### config.mk
export PLATFORM = sky130hd
export DESIGN_NAME = sha256_stream_hasher
export DESIGN_NICKNAME = d
export VERILOG_FILES = /design/src/design/sha256_pkg.sv /design/src/design/sha256_ctrl.sv /design/src/design/sha256_dp.sv /design/src/design/sha256_stream_hasher.sv
export SDC_FILE = /design/constraint.sdc
export NUM_CORES = 2
export LEC_CHECK = 0
export BUFFER_PORTS_ARGS = -buffer_cell sky130_fd_sc_hd__buf_4
export CORE_ASPECT_RATIO = 1.4
export CORE_MARGIN = 1
export CORE_UTILIZATION = 45
export CTS_CLUSTER_SIZE = 10
export DETAILED_ROUTE_END_ITERATION = 12
export PLACE_DENSITY = 0.61
export SYNTH_ARGS = -nofsm -noshare
export SYNTH_HDL_FRONTEND = slang
export SYNTH_SLANG_ARGS = --single-unit
### constraint.sdc
create_clock -name clock -period 23 [get_ports clock]
set_input_delay 4.6 -clock clock [delete_from_list [all_inputs] [get_ports clock]]
set_output_delay 4.6 -clock clock [all_outputs]
set_load 0.01 [all_outputs]
### src/design/sha256_pkg.sv
// ----------------------------------------------------------------------------
// sha256_pkg
// Shared types, constants and functions of the SHA-256 stream hasher.
// ----------------------------------------------------------------------------
package sha256_pkg;

   localparam int WORD_W     = 32;
   localparam int COUNT_W    = 61;
   localparam int CSR_ADDR_W = 1;
   localparam logic [CSR_ADDR_W-1:0] CSR_DOUBLE_HASH = 1'b0;
   localparam logic [7:0] PAD_BYTE = 8'h80;
   localparam logic [5:0] LEN_POS  = 6'd56;

   typedef struct packed {
      logic [7:0] data_byte;
      logic       has_byte;
      logic       last_byte;
   } req_payload_type;

   typedef struct packed {
      logic [31:0] digest_word;
      logic [2:0]  word_index;
      logic        last_word;
   } rsp_payload_type;

   typedef enum logic [3:0] {
      ST_IDLE, ST_COMP, ST_PAD, ST_PADZ, ST_LEN, ST_COMP_F, ST_DBL, ST_COMP_D, ST_OUT
   } ctl_state_type;

   // controller -> datapath
   typedef struct packed {
      logic       wr_byte;     // write byte into buffer
      logic [7:0] wr_data;
      logic       cnt_inc;
      logic       pad_sel;     // write at pad position (count-based)
      logic       zero_rest;   // zero word w/ index zidx (full word)
      logic [3:0] zidx;
      logic       wr_len;
      logic       load_dbl;    // load first digest as block, reinit
      logic       comp_start;
      logic       init;        // reinit hash and count
   } dp_cmd_type;

   // datapath -> controller
   typedef struct packed {
      logic       comp_busy;
      logic       comp_done;
      logic [5:0] pos;
   } dp_sts_type;

   localparam logic [31:0] ROUND_K [64] = '{
      32'h428a2f98, 32'h71374491, 32'hb5c0fbcf, 32'he9b5dba5, 32'h3956c25b, 32'h59f111f1,
      32'h923f82a4, 32'hab1c5ed5, 32'hd807aa98, 32'h12835b01, 32'h243185be, 32'h550c7dc3,
      32'h72be5d74, 32'h80deb1fe, 32'h9bdc06a7, 32'hc19bf174, 32'he49b69c1, 32'hefbe4786,
      32'h0fc19dc6, 32'h240ca1cc, 32'h2de92c6f, 32'h4a7484aa, 32'h5cb0a9dc, 32'h76f988da,
      32'h983e5152, 32'ha831c66d, 32'hb00327c8, 32'hbf597fc7, 32'hc6e00bf3, 32'hd5a79147,
      32'h06ca6351, 32'h14292967, 32'h27b70a85, 32'h2e1b2138, 32'h4d2c6dfc, 32'h53380d13,
      32'h650a7354, 32'h766a0abb, 32'h81c2c92e, 32'h92722c85, 32'ha2bfe8a1, 32'ha81a664b,
      32'hc24b8b70, 32'hc76c51a3, 32'hd192e819, 32'hd6990624, 32'hf40e3585, 32'h106aa070,
      32'h19a4c116, 32'h1e376c08, 32'h2748774c, 32'h34b0bcb5, 32'h391c0cb3, 32'h4ed8aa4a,
      32'h5b9cca4f, 32'h682e6ff3, 32'h748f82ee, 32'h78a5636f, 32'h84c87814, 32'h8cc70208,
      32'h90befffa, 32'ha4506ceb, 32'hbef9a3f7, 32'hc67178f2};

   localparam logic [31:0] INIT_H [8] = '{
      32'h6a09e667, 32'hbb67ae85, 32'h3c6ef372, 32'ha54ff53a,
      32'h510e527f, 32'h9b05688c, 32'h1f83d9ab, 32'h5be0cd19};

   function automatic logic [31:0] rotr(input logic [31:0] x, input int n);
      rotr = (x >> n) | (x << (32 - n));
   endfunction

endpackage

### src/design/sha256_ctrl.sv
// ----------------------------------------------------------------------------
// sha256_ctrl
// Sequencer: byte intake, padding steps, compressions and digest output.
// ----------------------------------------------------------------------------
module sha256_ctrl (
   input  logic                        clock,
   input  logic                        reset,
   input  logic                        req_valid,
   output logic                        req_ready,
   input  sha256_pkg::req_payload_type req_payload,
   input  logic                        double_hash,
   input  logic                        out_ready,
   output logic                        out_valid,
   output logic [2:0]                  out_idx,
   output sha256_pkg::dp_cmd_type      cmd,
   input  sha256_pkg::dp_sts_type      sts
);
   import sha256_pkg::*;

   ctl_state_type state_ff, state_in;
   logic          last_ff, last_in;
   logic          dbl_ff, dbl_in;
   logic [3:0]    zidx_ff, zidx_in;
   logic [2:0]    oidx_ff, oidx_in;
   logic          ovalid_ff, ovalid_in;

   logic acc;
   assign acc = req_valid && req_ready;

   always_ff @(posedge clock) begin
      if (reset) begin
         state_ff  <= ST_IDLE;
         last_ff   <= 1'b0;
         dbl_ff    <= 1'b0;
         zidx_ff   <= '0;
         oidx_ff   <= '0;
         ovalid_ff <= 1'b0;
      end else begin
         state_ff  <= state_in;
         last_ff   <= last_in;
         dbl_ff    <= dbl_in;
         zidx_ff   <= zidx_in;
         oidx_ff   <= oidx_in;
         ovalid_ff <= ovalid_in;
      end
   end

   // next state
   always_comb begin
      state_in  = state_ff;
      last_in   = last_ff;
      dbl_in    = dbl_ff;
      zidx_in   = zidx_ff;
      oidx_in   = oidx_ff;
      ovalid_in = ovalid_ff;
      case (state_ff)
         ST_IDLE: begin
            if (acc) begin
               last_in = req_payload.last_byte;
               dbl_in  = double_hash;
               if (req_payload.has_byte && sts.pos == 6'd63) state_in = ST_COMP;
               else if (req_payload.last_byte)               state_in = ST_PAD;
            end
         end
         ST_COMP: if (sts.comp_done) state_in = last_ff ? ST_PAD : ST_IDLE;
         ST_PAD: begin
            zidx_in  = {1'b0, sts.pos[5:2]} == 5'd15 ? 4'd15 : sts.pos[5:2] + 4'd1;
            state_in = (sts.pos[5:2] == 4'd15) ? ST_LEN : ST_PADZ;
         end
         ST_PADZ: begin
            zidx_in = zidx_ff + 4'd1;
            if (zidx_ff == 4'd15) state_in = ST_LEN;
         end
         ST_LEN: begin
            // pos counts bytes before padding; pad overflow needs an extra block
            state_in = ST_COMP_F;
         end
         ST_COMP_F: begin
            if (sts.comp_done) begin
               if (sts.pos >= LEN_POS) begin
                  // first of two padding blocks done; zero whole block
                  zidx_in  = 4'd0;
                  state_in = ST_PADZ;
               end else if (dbl_ff) begin
                  state_in = ST_DBL;
               end else begin
                  state_in  = ST_OUT;
                  oidx_in   = '0;
                  ovalid_in = 1'b1;
               end
            end
         end
         ST_DBL: state_in = ST_COMP_D;
         ST_COMP_D: begin
            if (sts.comp_done) begin
               state_in  = ST_OUT;
               oidx_in   = '0;
               ovalid_in = 1'b1;
            end
         end
         ST_OUT: begin
            if (out_ready) begin
               oidx_in = oidx_ff + 3'd1;
               if (oidx_ff == 3'd7) begin
                  ovalid_in = 1'b0;
                  state_in  = ST_IDLE;
               end
            end
         end
         default: state_in = ST_IDLE;
      endcase
   end

   // outputs
   always_comb begin
      cmd       = '0;
      req_ready = (state_ff == ST_IDLE);
      out_valid = ovalid_ff;
      out_idx   = oidx_ff;
      cmd.wr_data = req_payload.data_byte;
      cmd.zidx    = zidx_ff;
      case (state_ff)
         ST_IDLE: begin
            cmd.wr_byte    = acc && req_payload.has_byte;
            cmd.cnt_inc    = acc && req_payload.has_byte;
            cmd.comp_start = acc && req_payload.has_byte && sts.pos == 6'd63;
         end
         ST_PAD:  cmd.pad_sel = 1'b1;
         ST_PADZ: cmd.zero_rest = 1'b1;
         ST_LEN: begin
            cmd.wr_len     = (sts.pos < LEN_POS);
            cmd.comp_start = 1'b1;
         end
         ST_COMP_F: begin
            // second padding block: after zeroing, length goes in via ST_LEN
         end
         ST_DBL: begin
            cmd.load_dbl   = 1'b1;
            cmd.comp_start = 1'b1;
         end
         ST_OUT:  cmd.init = out_ready && oidx_ff == 3'd7;
         default: ;
      endcase
   end

endmodule

### src/design/sha256_dp.sv
// ----------------------------------------------------------------------------
// sha256_dp
// Datapath: block buffer, message schedule, round unit, hash state, count.
// ----------------------------------------------------------------------------
module sha256_dp (
   input  logic                   clock,
   input  logic                   reset,
   input  sha256_pkg::dp_cmd_type cmd,
   output sha256_pkg::dp_sts_type sts,
   input  logic [2:0]             out_idx,
   output logic [31:0]            out_word
);
   import sha256_pkg::*;

   logic [31:0]        blk_ff [16];
   logic [31:0]        blk_in [16];
   logic [31:0]        w_ff [16];
   logic [31:0]        w_in [16];
   logic [31:0]        h_ff [8];
   logic [31:0]        h_in [8];
   logic [31:0]        v_ff [8];
   logic [31:0]        v_in [8];
   logic [COUNT_W-1:0] cnt_ff, cnt_in;
   logic               lock_ff, lock_in;   // padding started, length not yet written
   logic               busy_ff, busy_in;
   logic               done_ff, done_in;
   logic [5:0]         rnd_ff, rnd_in;
   logic               padded_ff, padded_in;  // second pad block pending

   logic [5:0]  pos;
   logic [63:0] bits;
   logic [31:0] s0, s1, wnext, t1, t2, a, e;

   // position of the next byte; frozen after pad overflow
   assign pos  = cnt_ff[5:0];
   assign bits = {cnt_ff, 3'b000};

   assign sts.comp_busy = busy_ff;
   assign sts.comp_done = done_ff;
   assign sts.pos       = padded_ff ? 6'd0 : pos;
   assign out_word      = h_ff[out_idx];

   always_comb begin
      a  = v_ff[0];
      e  = v_ff[4];
      s0 = rotr(w_ff[1], 7) ^ rotr(w_ff[1], 18) ^ (w_ff[1] >> 3);
      s1 = rotr(w_ff[14], 17) ^ rotr(w_ff[14], 19) ^ (w_ff[14] >> 10);
      wnext = s1 + w_ff[9] + s0 + w_ff[0];
      t1 = v_ff[7] + (rotr(e, 6) ^ rotr(e, 11) ^ rotr(e, 25))
         + ((e & v_ff[5]) ^ (~e & v_ff[6])) + ROUND_K[rnd_ff] + w_ff[0];
      t2 = (rotr(a, 2) ^ rotr(a, 13) ^ rotr(a, 22))
         + ((a & v_ff[1]) ^ (a & v_ff[2]) ^ (v_ff[1] & v_ff[2]));
   end

   always_comb begin
      blk_in    = blk_ff;
      w_in      = w_ff;
      v_in      = v_ff;
      h_in      = h_ff;
      cnt_in    = cnt_ff;
      lock_in   = lock_ff;
      busy_in   = busy_ff;
      done_in   = 1'b0;
      rnd_in    = rnd_ff;
      padded_in = padded_ff;
      if (cmd.wr_byte)
         blk_in[pos[5:2]][8*(3-pos[1:0]) +: 8] = cmd.wr_data;
      if (cmd.cnt_inc) cnt_in = cnt_ff + COUNT_W'(1);
      if (cmd.pad_sel) begin
         if (!padded_ff) begin
            blk_in[pos[5:2]][8*(3-pos[1:0]) +: 8] = PAD_BYTE;
            for (int k = 0; k < 4; k++)
               if (k > 32'(pos[1:0])) blk_in[pos[5:2]][8*(3-k) +: 8] = 8'h00;
         end
      end
      if (cmd.zero_rest) blk_in[cmd.zidx] = '0;
      if (cmd.wr_len || padded_ff && cmd.comp_start && !cmd.load_dbl) begin
         blk_in[14] = bits[63:32];
         blk_in[15] = bits[31:0];
      end
      if (cmd.load_dbl) begin
         for (int k = 0; k < 8; k++) begin
            blk_in[k] = h_ff[k];
            h_in[k]   = INIT_H[k];
         end
         blk_in[8] = 32'h80000000;
         for (int k = 9; k < 15; k++) blk_in[k] = '0;
         blk_in[15] = 32'd256;
      end
      if (cmd.comp_start) begin
         busy_in = 1'b1;
         rnd_in  = '0;
         w_in    = blk_in;
         for (int k = 0; k < 8; k++) v_in[k] = h_in[k];
      end else if (busy_ff) begin
         for (int k = 0; k < 15; k++) w_in[k] = w_ff[k+1];
         w_in[15] = wnext;
         v_in[7] = v_ff[6]; v_in[6] = v_ff[5]; v_in[5] = v_ff[4];
         v_in[4] = v_ff[3] + t1;
         v_in[3] = v_ff[2]; v_in[2] = v_ff[1]; v_in[1] = v_ff[0];
         v_in[0] = t1 + t2;
         rnd_in  = rnd_ff + 6'd1;
         if (rnd_ff == 6'd63) begin
            busy_in = 1'b0;
            done_in = 1'b1;
            for (int k = 0; k < 8; k++) h_in[k] = h_ff[k] + v_in[k];
         end
      end
      // final-block bookkeeping; the overflow flag holds until load_dbl or init clears it
      if (done_ff && !cmd.comp_start && pos >= LEN_POS && !padded_ff && lock_ff)
         padded_in = 1'b1;
      else if (cmd.load_dbl || cmd.init) padded_in = 1'b0;
      if (cmd.pad_sel) lock_in = 1'b1;
      if (cmd.load_dbl || cmd.init || (cmd.comp_start && !cmd.pad_sel
            && (cmd.wr_len || padded_ff))) lock_in = 1'b0;
      if (cmd.init) begin
         for (int k = 0; k < 8; k++) h_in[k] = INIT_H[k];
         cnt_in = '0;
      end
      if (cmd.load_dbl) cnt_in = '0;
   end

   always_ff @(posedge clock) begin
      if (reset) begin
         for (int k = 0; k < 8; k++) h_ff[k] <= INIT_H[k];
         cnt_ff    <= '0;
         lock_ff   <= 1'b0;
         busy_ff   <= 1'b0;
         done_ff   <= 1'b0;
         rnd_ff    <= '0;
         padded_ff <= 1'b0;
      end else begin
         h_ff      <= h_in;
         cnt_ff    <= cnt_in;
         lock_ff   <= lock_in;
         busy_ff   <= busy_in;
         done_ff   <= done_in;
         rnd_ff    <= rnd_in;
         padded_ff <= padded_in;
      end
      blk_ff <= blk_in;
      w_ff   <= w_in;
      v_ff   <= v_in;
   end

endmodule

### src/design/sha256_stream_hasher.sv
// ----------------------------------------------------------------------------
// sha256_stream_hasher
// Byte-serial SHA-256 / SHA-256d hasher with an APB-style control port.
// ----------------------------------------------------------------------------
// Usage:
//  - req_ channel: one beat carries one message byte (has_byte) and an end
//    flag (last_byte). A beat with neither flag set is ignored.
//  - rsp_ channel: after a last_byte beat, eight beats carry the digest,
//    word_index 0 (most significant) first, last_word on the eighth.
//  - csr_ port: register 0 at address 0, bit 0 = double_hash, sampled when
//    the final beat is taken.
// Flow: byte beats are taken only while idle; the 64th byte of a block starts
//   the one-round-per-cycle compression loop, and no beat is taken until it
//   ends. Finishing costs the padding steps (a second block when the length
//   spills over) plus one or two compressions, one more (after a load step)
//   with double_hash, then eight output beats.
// Reset restores the initial hash and clears the byte count.
// A stalled rsp_ beat holds its word; no req_ beat is taken until all eight
//   digest beats are gone.
// ----------------------------------------------------------------------------
module sha256_stream_hasher (
   input  logic                        clock,
   input  logic                        reset,
   input  logic                        req_valid,
   output logic                        req_ready,
   input  sha256_pkg::req_payload_type req_payload,
   output logic                        rsp_valid,
   input  logic                        rsp_ready,
   output sha256_pkg::rsp_payload_type rsp_payload,
   input  logic                        psel,
   input  logic                        penable,
   input  logic                        pwrite,
   input  logic [sha256_pkg::CSR_ADDR_W-1:0] paddr,
   input  logic [31:0]                 pwdata,
   output logic [31:0]                 prdata,
   output logic                        pready
);
   import sha256_pkg::*;

   dp_cmd_type  cmd;
   dp_sts_type  sts;
   logic        dbl_ff;
   logic [2:0]  out_idx;
   logic [31:0] out_word;

   assign pready = 1'b1;
   always_ff @(posedge clock) begin
      if (reset) dbl_ff <= 1'b0;
      else if (psel && penable && pwrite && paddr == CSR_DOUBLE_HASH) dbl_ff <= pwdata[0];
   end
   assign prdata = (paddr == CSR_DOUBLE_HASH) ? {31'd0, dbl_ff} : '0;

   sha256_ctrl u_ctrl (
      .clock, .reset, .req_valid, .req_ready, .req_payload,
      .double_hash(dbl_ff), .out_ready(rsp_ready), .out_valid(rsp_valid),
      .out_idx, .cmd, .sts);

   sha256_dp u_dp (.clock, .reset, .cmd, .sts, .out_idx, .out_word);

   assign rsp_payload.digest_word = out_word;
   assign rsp_payload.word_index  = out_idx;
   assign rsp_payload.last_word   = (out_idx == 3'd7);

endmodule

==> flow_metrics.tcl <==
set metrics [dict create \
    status "complete, no violations" \
    relSlewSlack_pct 5.590 \
    synth_seq_cells 1622 \
    coreArea_sq_um 212000 \
    antenna_left 0 \
    port_buffers 57 \
    max_freq_mhz 74.98 \
    start_util_pct 45.26 \
    path_clk_slew_ns 0.06 \
    grt_antenna_before_repair 34 \
    tns_ns 0 \
    final_common_cell "nor2_1" \
    cts-resized-gates 0 \
    endpoint_kind "flop" \
    crit_top_cell "a21oi_1" \
    clock-sinks 1622 \
    crit_type "reg2reg" \
    dp_cells 13360 \
    syn_to_final_growth_pct 9.194 \
    synthTopCellsByArea "edfxtp_1, dfxtp_1, nor2_1, ha_1, a21oi_1" \
    netlist-cell-type-count 99 \
    dp_hpwl_um 308200 \
    rsz0062_at_grt "no" \
    cts-root-buf "clkbuf_16" \
    yosysWarningCount 0 \
    crit_path_top_delay_cell "a21oi_1" \
    layout_common_cells "nor2_1, nand2_1, a21oi_1" \
    ir_drop_mv 0.1602 \
    drc 0 \
    drt_iter0_drc 10120 \
    die-area_sq_um 215100 \
    drt_first_pass_iters 7 \
    synthFlopType "dfxtp_1" \
    drt_wl_total_um 414200 \
    cp_slowest_stage_delay_ns 1.10 \
    setup_ws_ns 9.663 \
    grt_use_total_pct 37.54 \
    cap_violations 0 \
    final_util_pct 49.43 \
    grt_max_degree 164 \
    grt_pass1_vias 80030 \
    holdBufCountCts 0 \
    drive_gt1_share_pct 6.999 \
    required_ns 23.79 \
    ioPinCount 121 \
    cts_buffers 195 \
    critPathLaunchType "flop" \
    avgSynthCellArea_sq_um 8.782 \
    tightest_slew_ns 1.416 \
    cts_tree "yes" \
    hold_class "reg2reg" \
    die_y_um 548.3 \
    cts_buffer_depth 4 \
    yosysTopAreaCell "edfxtp_1" \
    maxSlewViolCount 0 \
    synth-edff-count 768 \
    placed_cell_area_sq_um 99040 \
    setup_viol 0 \
    synth_area_sq_um 95940 \
    crit_fanout 15 \
    synth_top_area_share_pct 24.04 \
    finClkSkew_ns 0.08611 \
    wl_per_cell_um 30.20 \
    r2r_slack_ns 9.66 \
    place_congestion 1.038 \
    syn_inst 10920 \
    finalCritPeriodShare_pct 57.99 \
    synth_seq_area_share_pct 41.86 \
    vias 85350 \
    dieWidth_um 392.2 \
    stdcell_area_sq_um 104800 \
    power_density_nw_per_um2 140.6 \
    routed_via_density 6.223 \
    leakage_nw 38.84 \
    fin_crit_ns 13.34 \
    dpl_worst_slack_ns 9.932 \
    grt_pass1_wl_um 579800 \
    arrival_ns 14.13 \
    post_cts_buffers 0 \
    async_flop_share_pct 0 \
    clk_latency_ns 0.88 \
    h-tree-depth 4 \
    fin_cells 13710 \
    overflow 0 \
    num_rows 200 \
    hold_viol_final 0 \
    fin_nets 11380 \
]
==> registers in the layout, summed over array words and instances, names as in the netlist, 3 cells and up <==
| name | cells |
|---|---|
| u_ctrl.out_idx | 3 |
| u_ctrl.state_ff | 4 |
| u_ctrl.zidx_ff | 4 |
| u_dp.a | 32 |
| u_dp.blk_ff | 512 |
| u_dp.cnt_ff | 61 |
| u_dp.e | 32 |
| u_dp.h_ff | 256 |
| u_dp.rnd_ff | 6 |
| u_dp.v_ff | 192 |
| u_dp.w_ff | 512 |
==> power by group <==
part           internal [W]  leakage (nW)  switching (W)
logic               0.00317          22.3        0.00516
clock network       0.00164          2.72        0.00127
registers           0.00339          13.8       0.000101
==> critical path, delay by kind of cell (launching register included) <==
family                     cells  cell delay, ns
AOI/OAI and AO/OA             23            5.46
xor gates and xnor gates       3            0.74
adders and majority gates      8            3.70
buffers and inverters          4            0.73
DFF                            1            0.33
and+or+nand+nor                8            2.29
==> path summary, 6_finish.rpt <==
check,startpoint,to,cells after the start
worst max register to register,u_dp.rnd_ff[0],u_dp.h_ff[255],46
worst min register to register,u_dp.lock_ff,u_dp.padded_ff,2
worst min-delay path,u_dp.lock_ff,u_dp.padded_ff,2
worst max-delay path,u_dp.rnd_ff[0],u_dp.h_ff[255],46
==> cells by family after synthesis <==
kind of cell	Yosys count	synth area share (%)
AOI/OAI and AO/OA	2906	18.34
xor gates and xnor gates	612	5.595
adders and majority gates	625	9.625
buffers and inverters	1008	4.079
DFF	1622	41.86
muxes	235	3.567
other	2	0.007828
and+or+nand+nor	3914	16.93
==> cells in the mapped netlist (35+ instances only) <==
| cell | count |
|---|---|
| o21a_1 | 68 |
| edfxtp_1 | 768 |
| or3_1 | 54 |
| mux2_2 | 125 |
| o211ai_1 | 112 |
| a21oi_1 | 953 |
| dfxtp_1 | 854 |
| o21ai_0 | 840 |
| fa_1 | 195 |
| a22o_1 | 66 |
| a31oi_1 | 71 |
| nor2_1 | 1892 |
| nor2b_1 | 61 |
| buf_1 | 57 |
| inv_1 | 327 |
| and2_1 | 35 |
| a22oi_1 | 95 |
| mux2i_1 | 37 |
| o31ai_1 | 203 |
| clkbuf_1 | 582 |
| xnor2_1 | 416 |
| o21bai_1 | 47 |
| ha_1 | 410 |
| a21o_1 | 155 |
| xor2_1 | 195 |
| nand3_1 | 248 |
| mux4_2 | 73 |
| a211oi_1 | 63 |
| nor3_1 | 141 |
| nand2_1 | 1260 |
| nand2b_1 | 78 |
==> per-stage QoR <==
step | power, W | hold slack, ns
finish | 0.01473 | 0.4327
global route | 0.01553 | 0.4721
CTS | 0.01459 | 0.4423
detailed placement | 0.01165 | 0.4497
global placement | 0.01155 | 0.4417
floorplan | 0.009438 | 0.4322
==> layer usage <==
metal	vias up	GRT usage (%)	routed length, um
met5	-	0	386
li1	37930	-	-
met1	41500	43.94	148600
met4	22	29.77	39740
met3	1275	7.428	37550
met2	4629	59.95	187900
==> layout make-up <==
class                           instances  area (sq um)
Antenna cell                           13         32.53
Clock buffer                          333          5562
Clock inverter                         12         127.6
Fill cell                           20070        107200
Inverter                              329          1235
Multi-Input combinational cell       8324         52150
Sequential cell                      1622         40170
Tap cell                             2828          3538
Timing Repair Buffer                  253          1937
No activity file was read; power rests on OpenSTA's default activity.
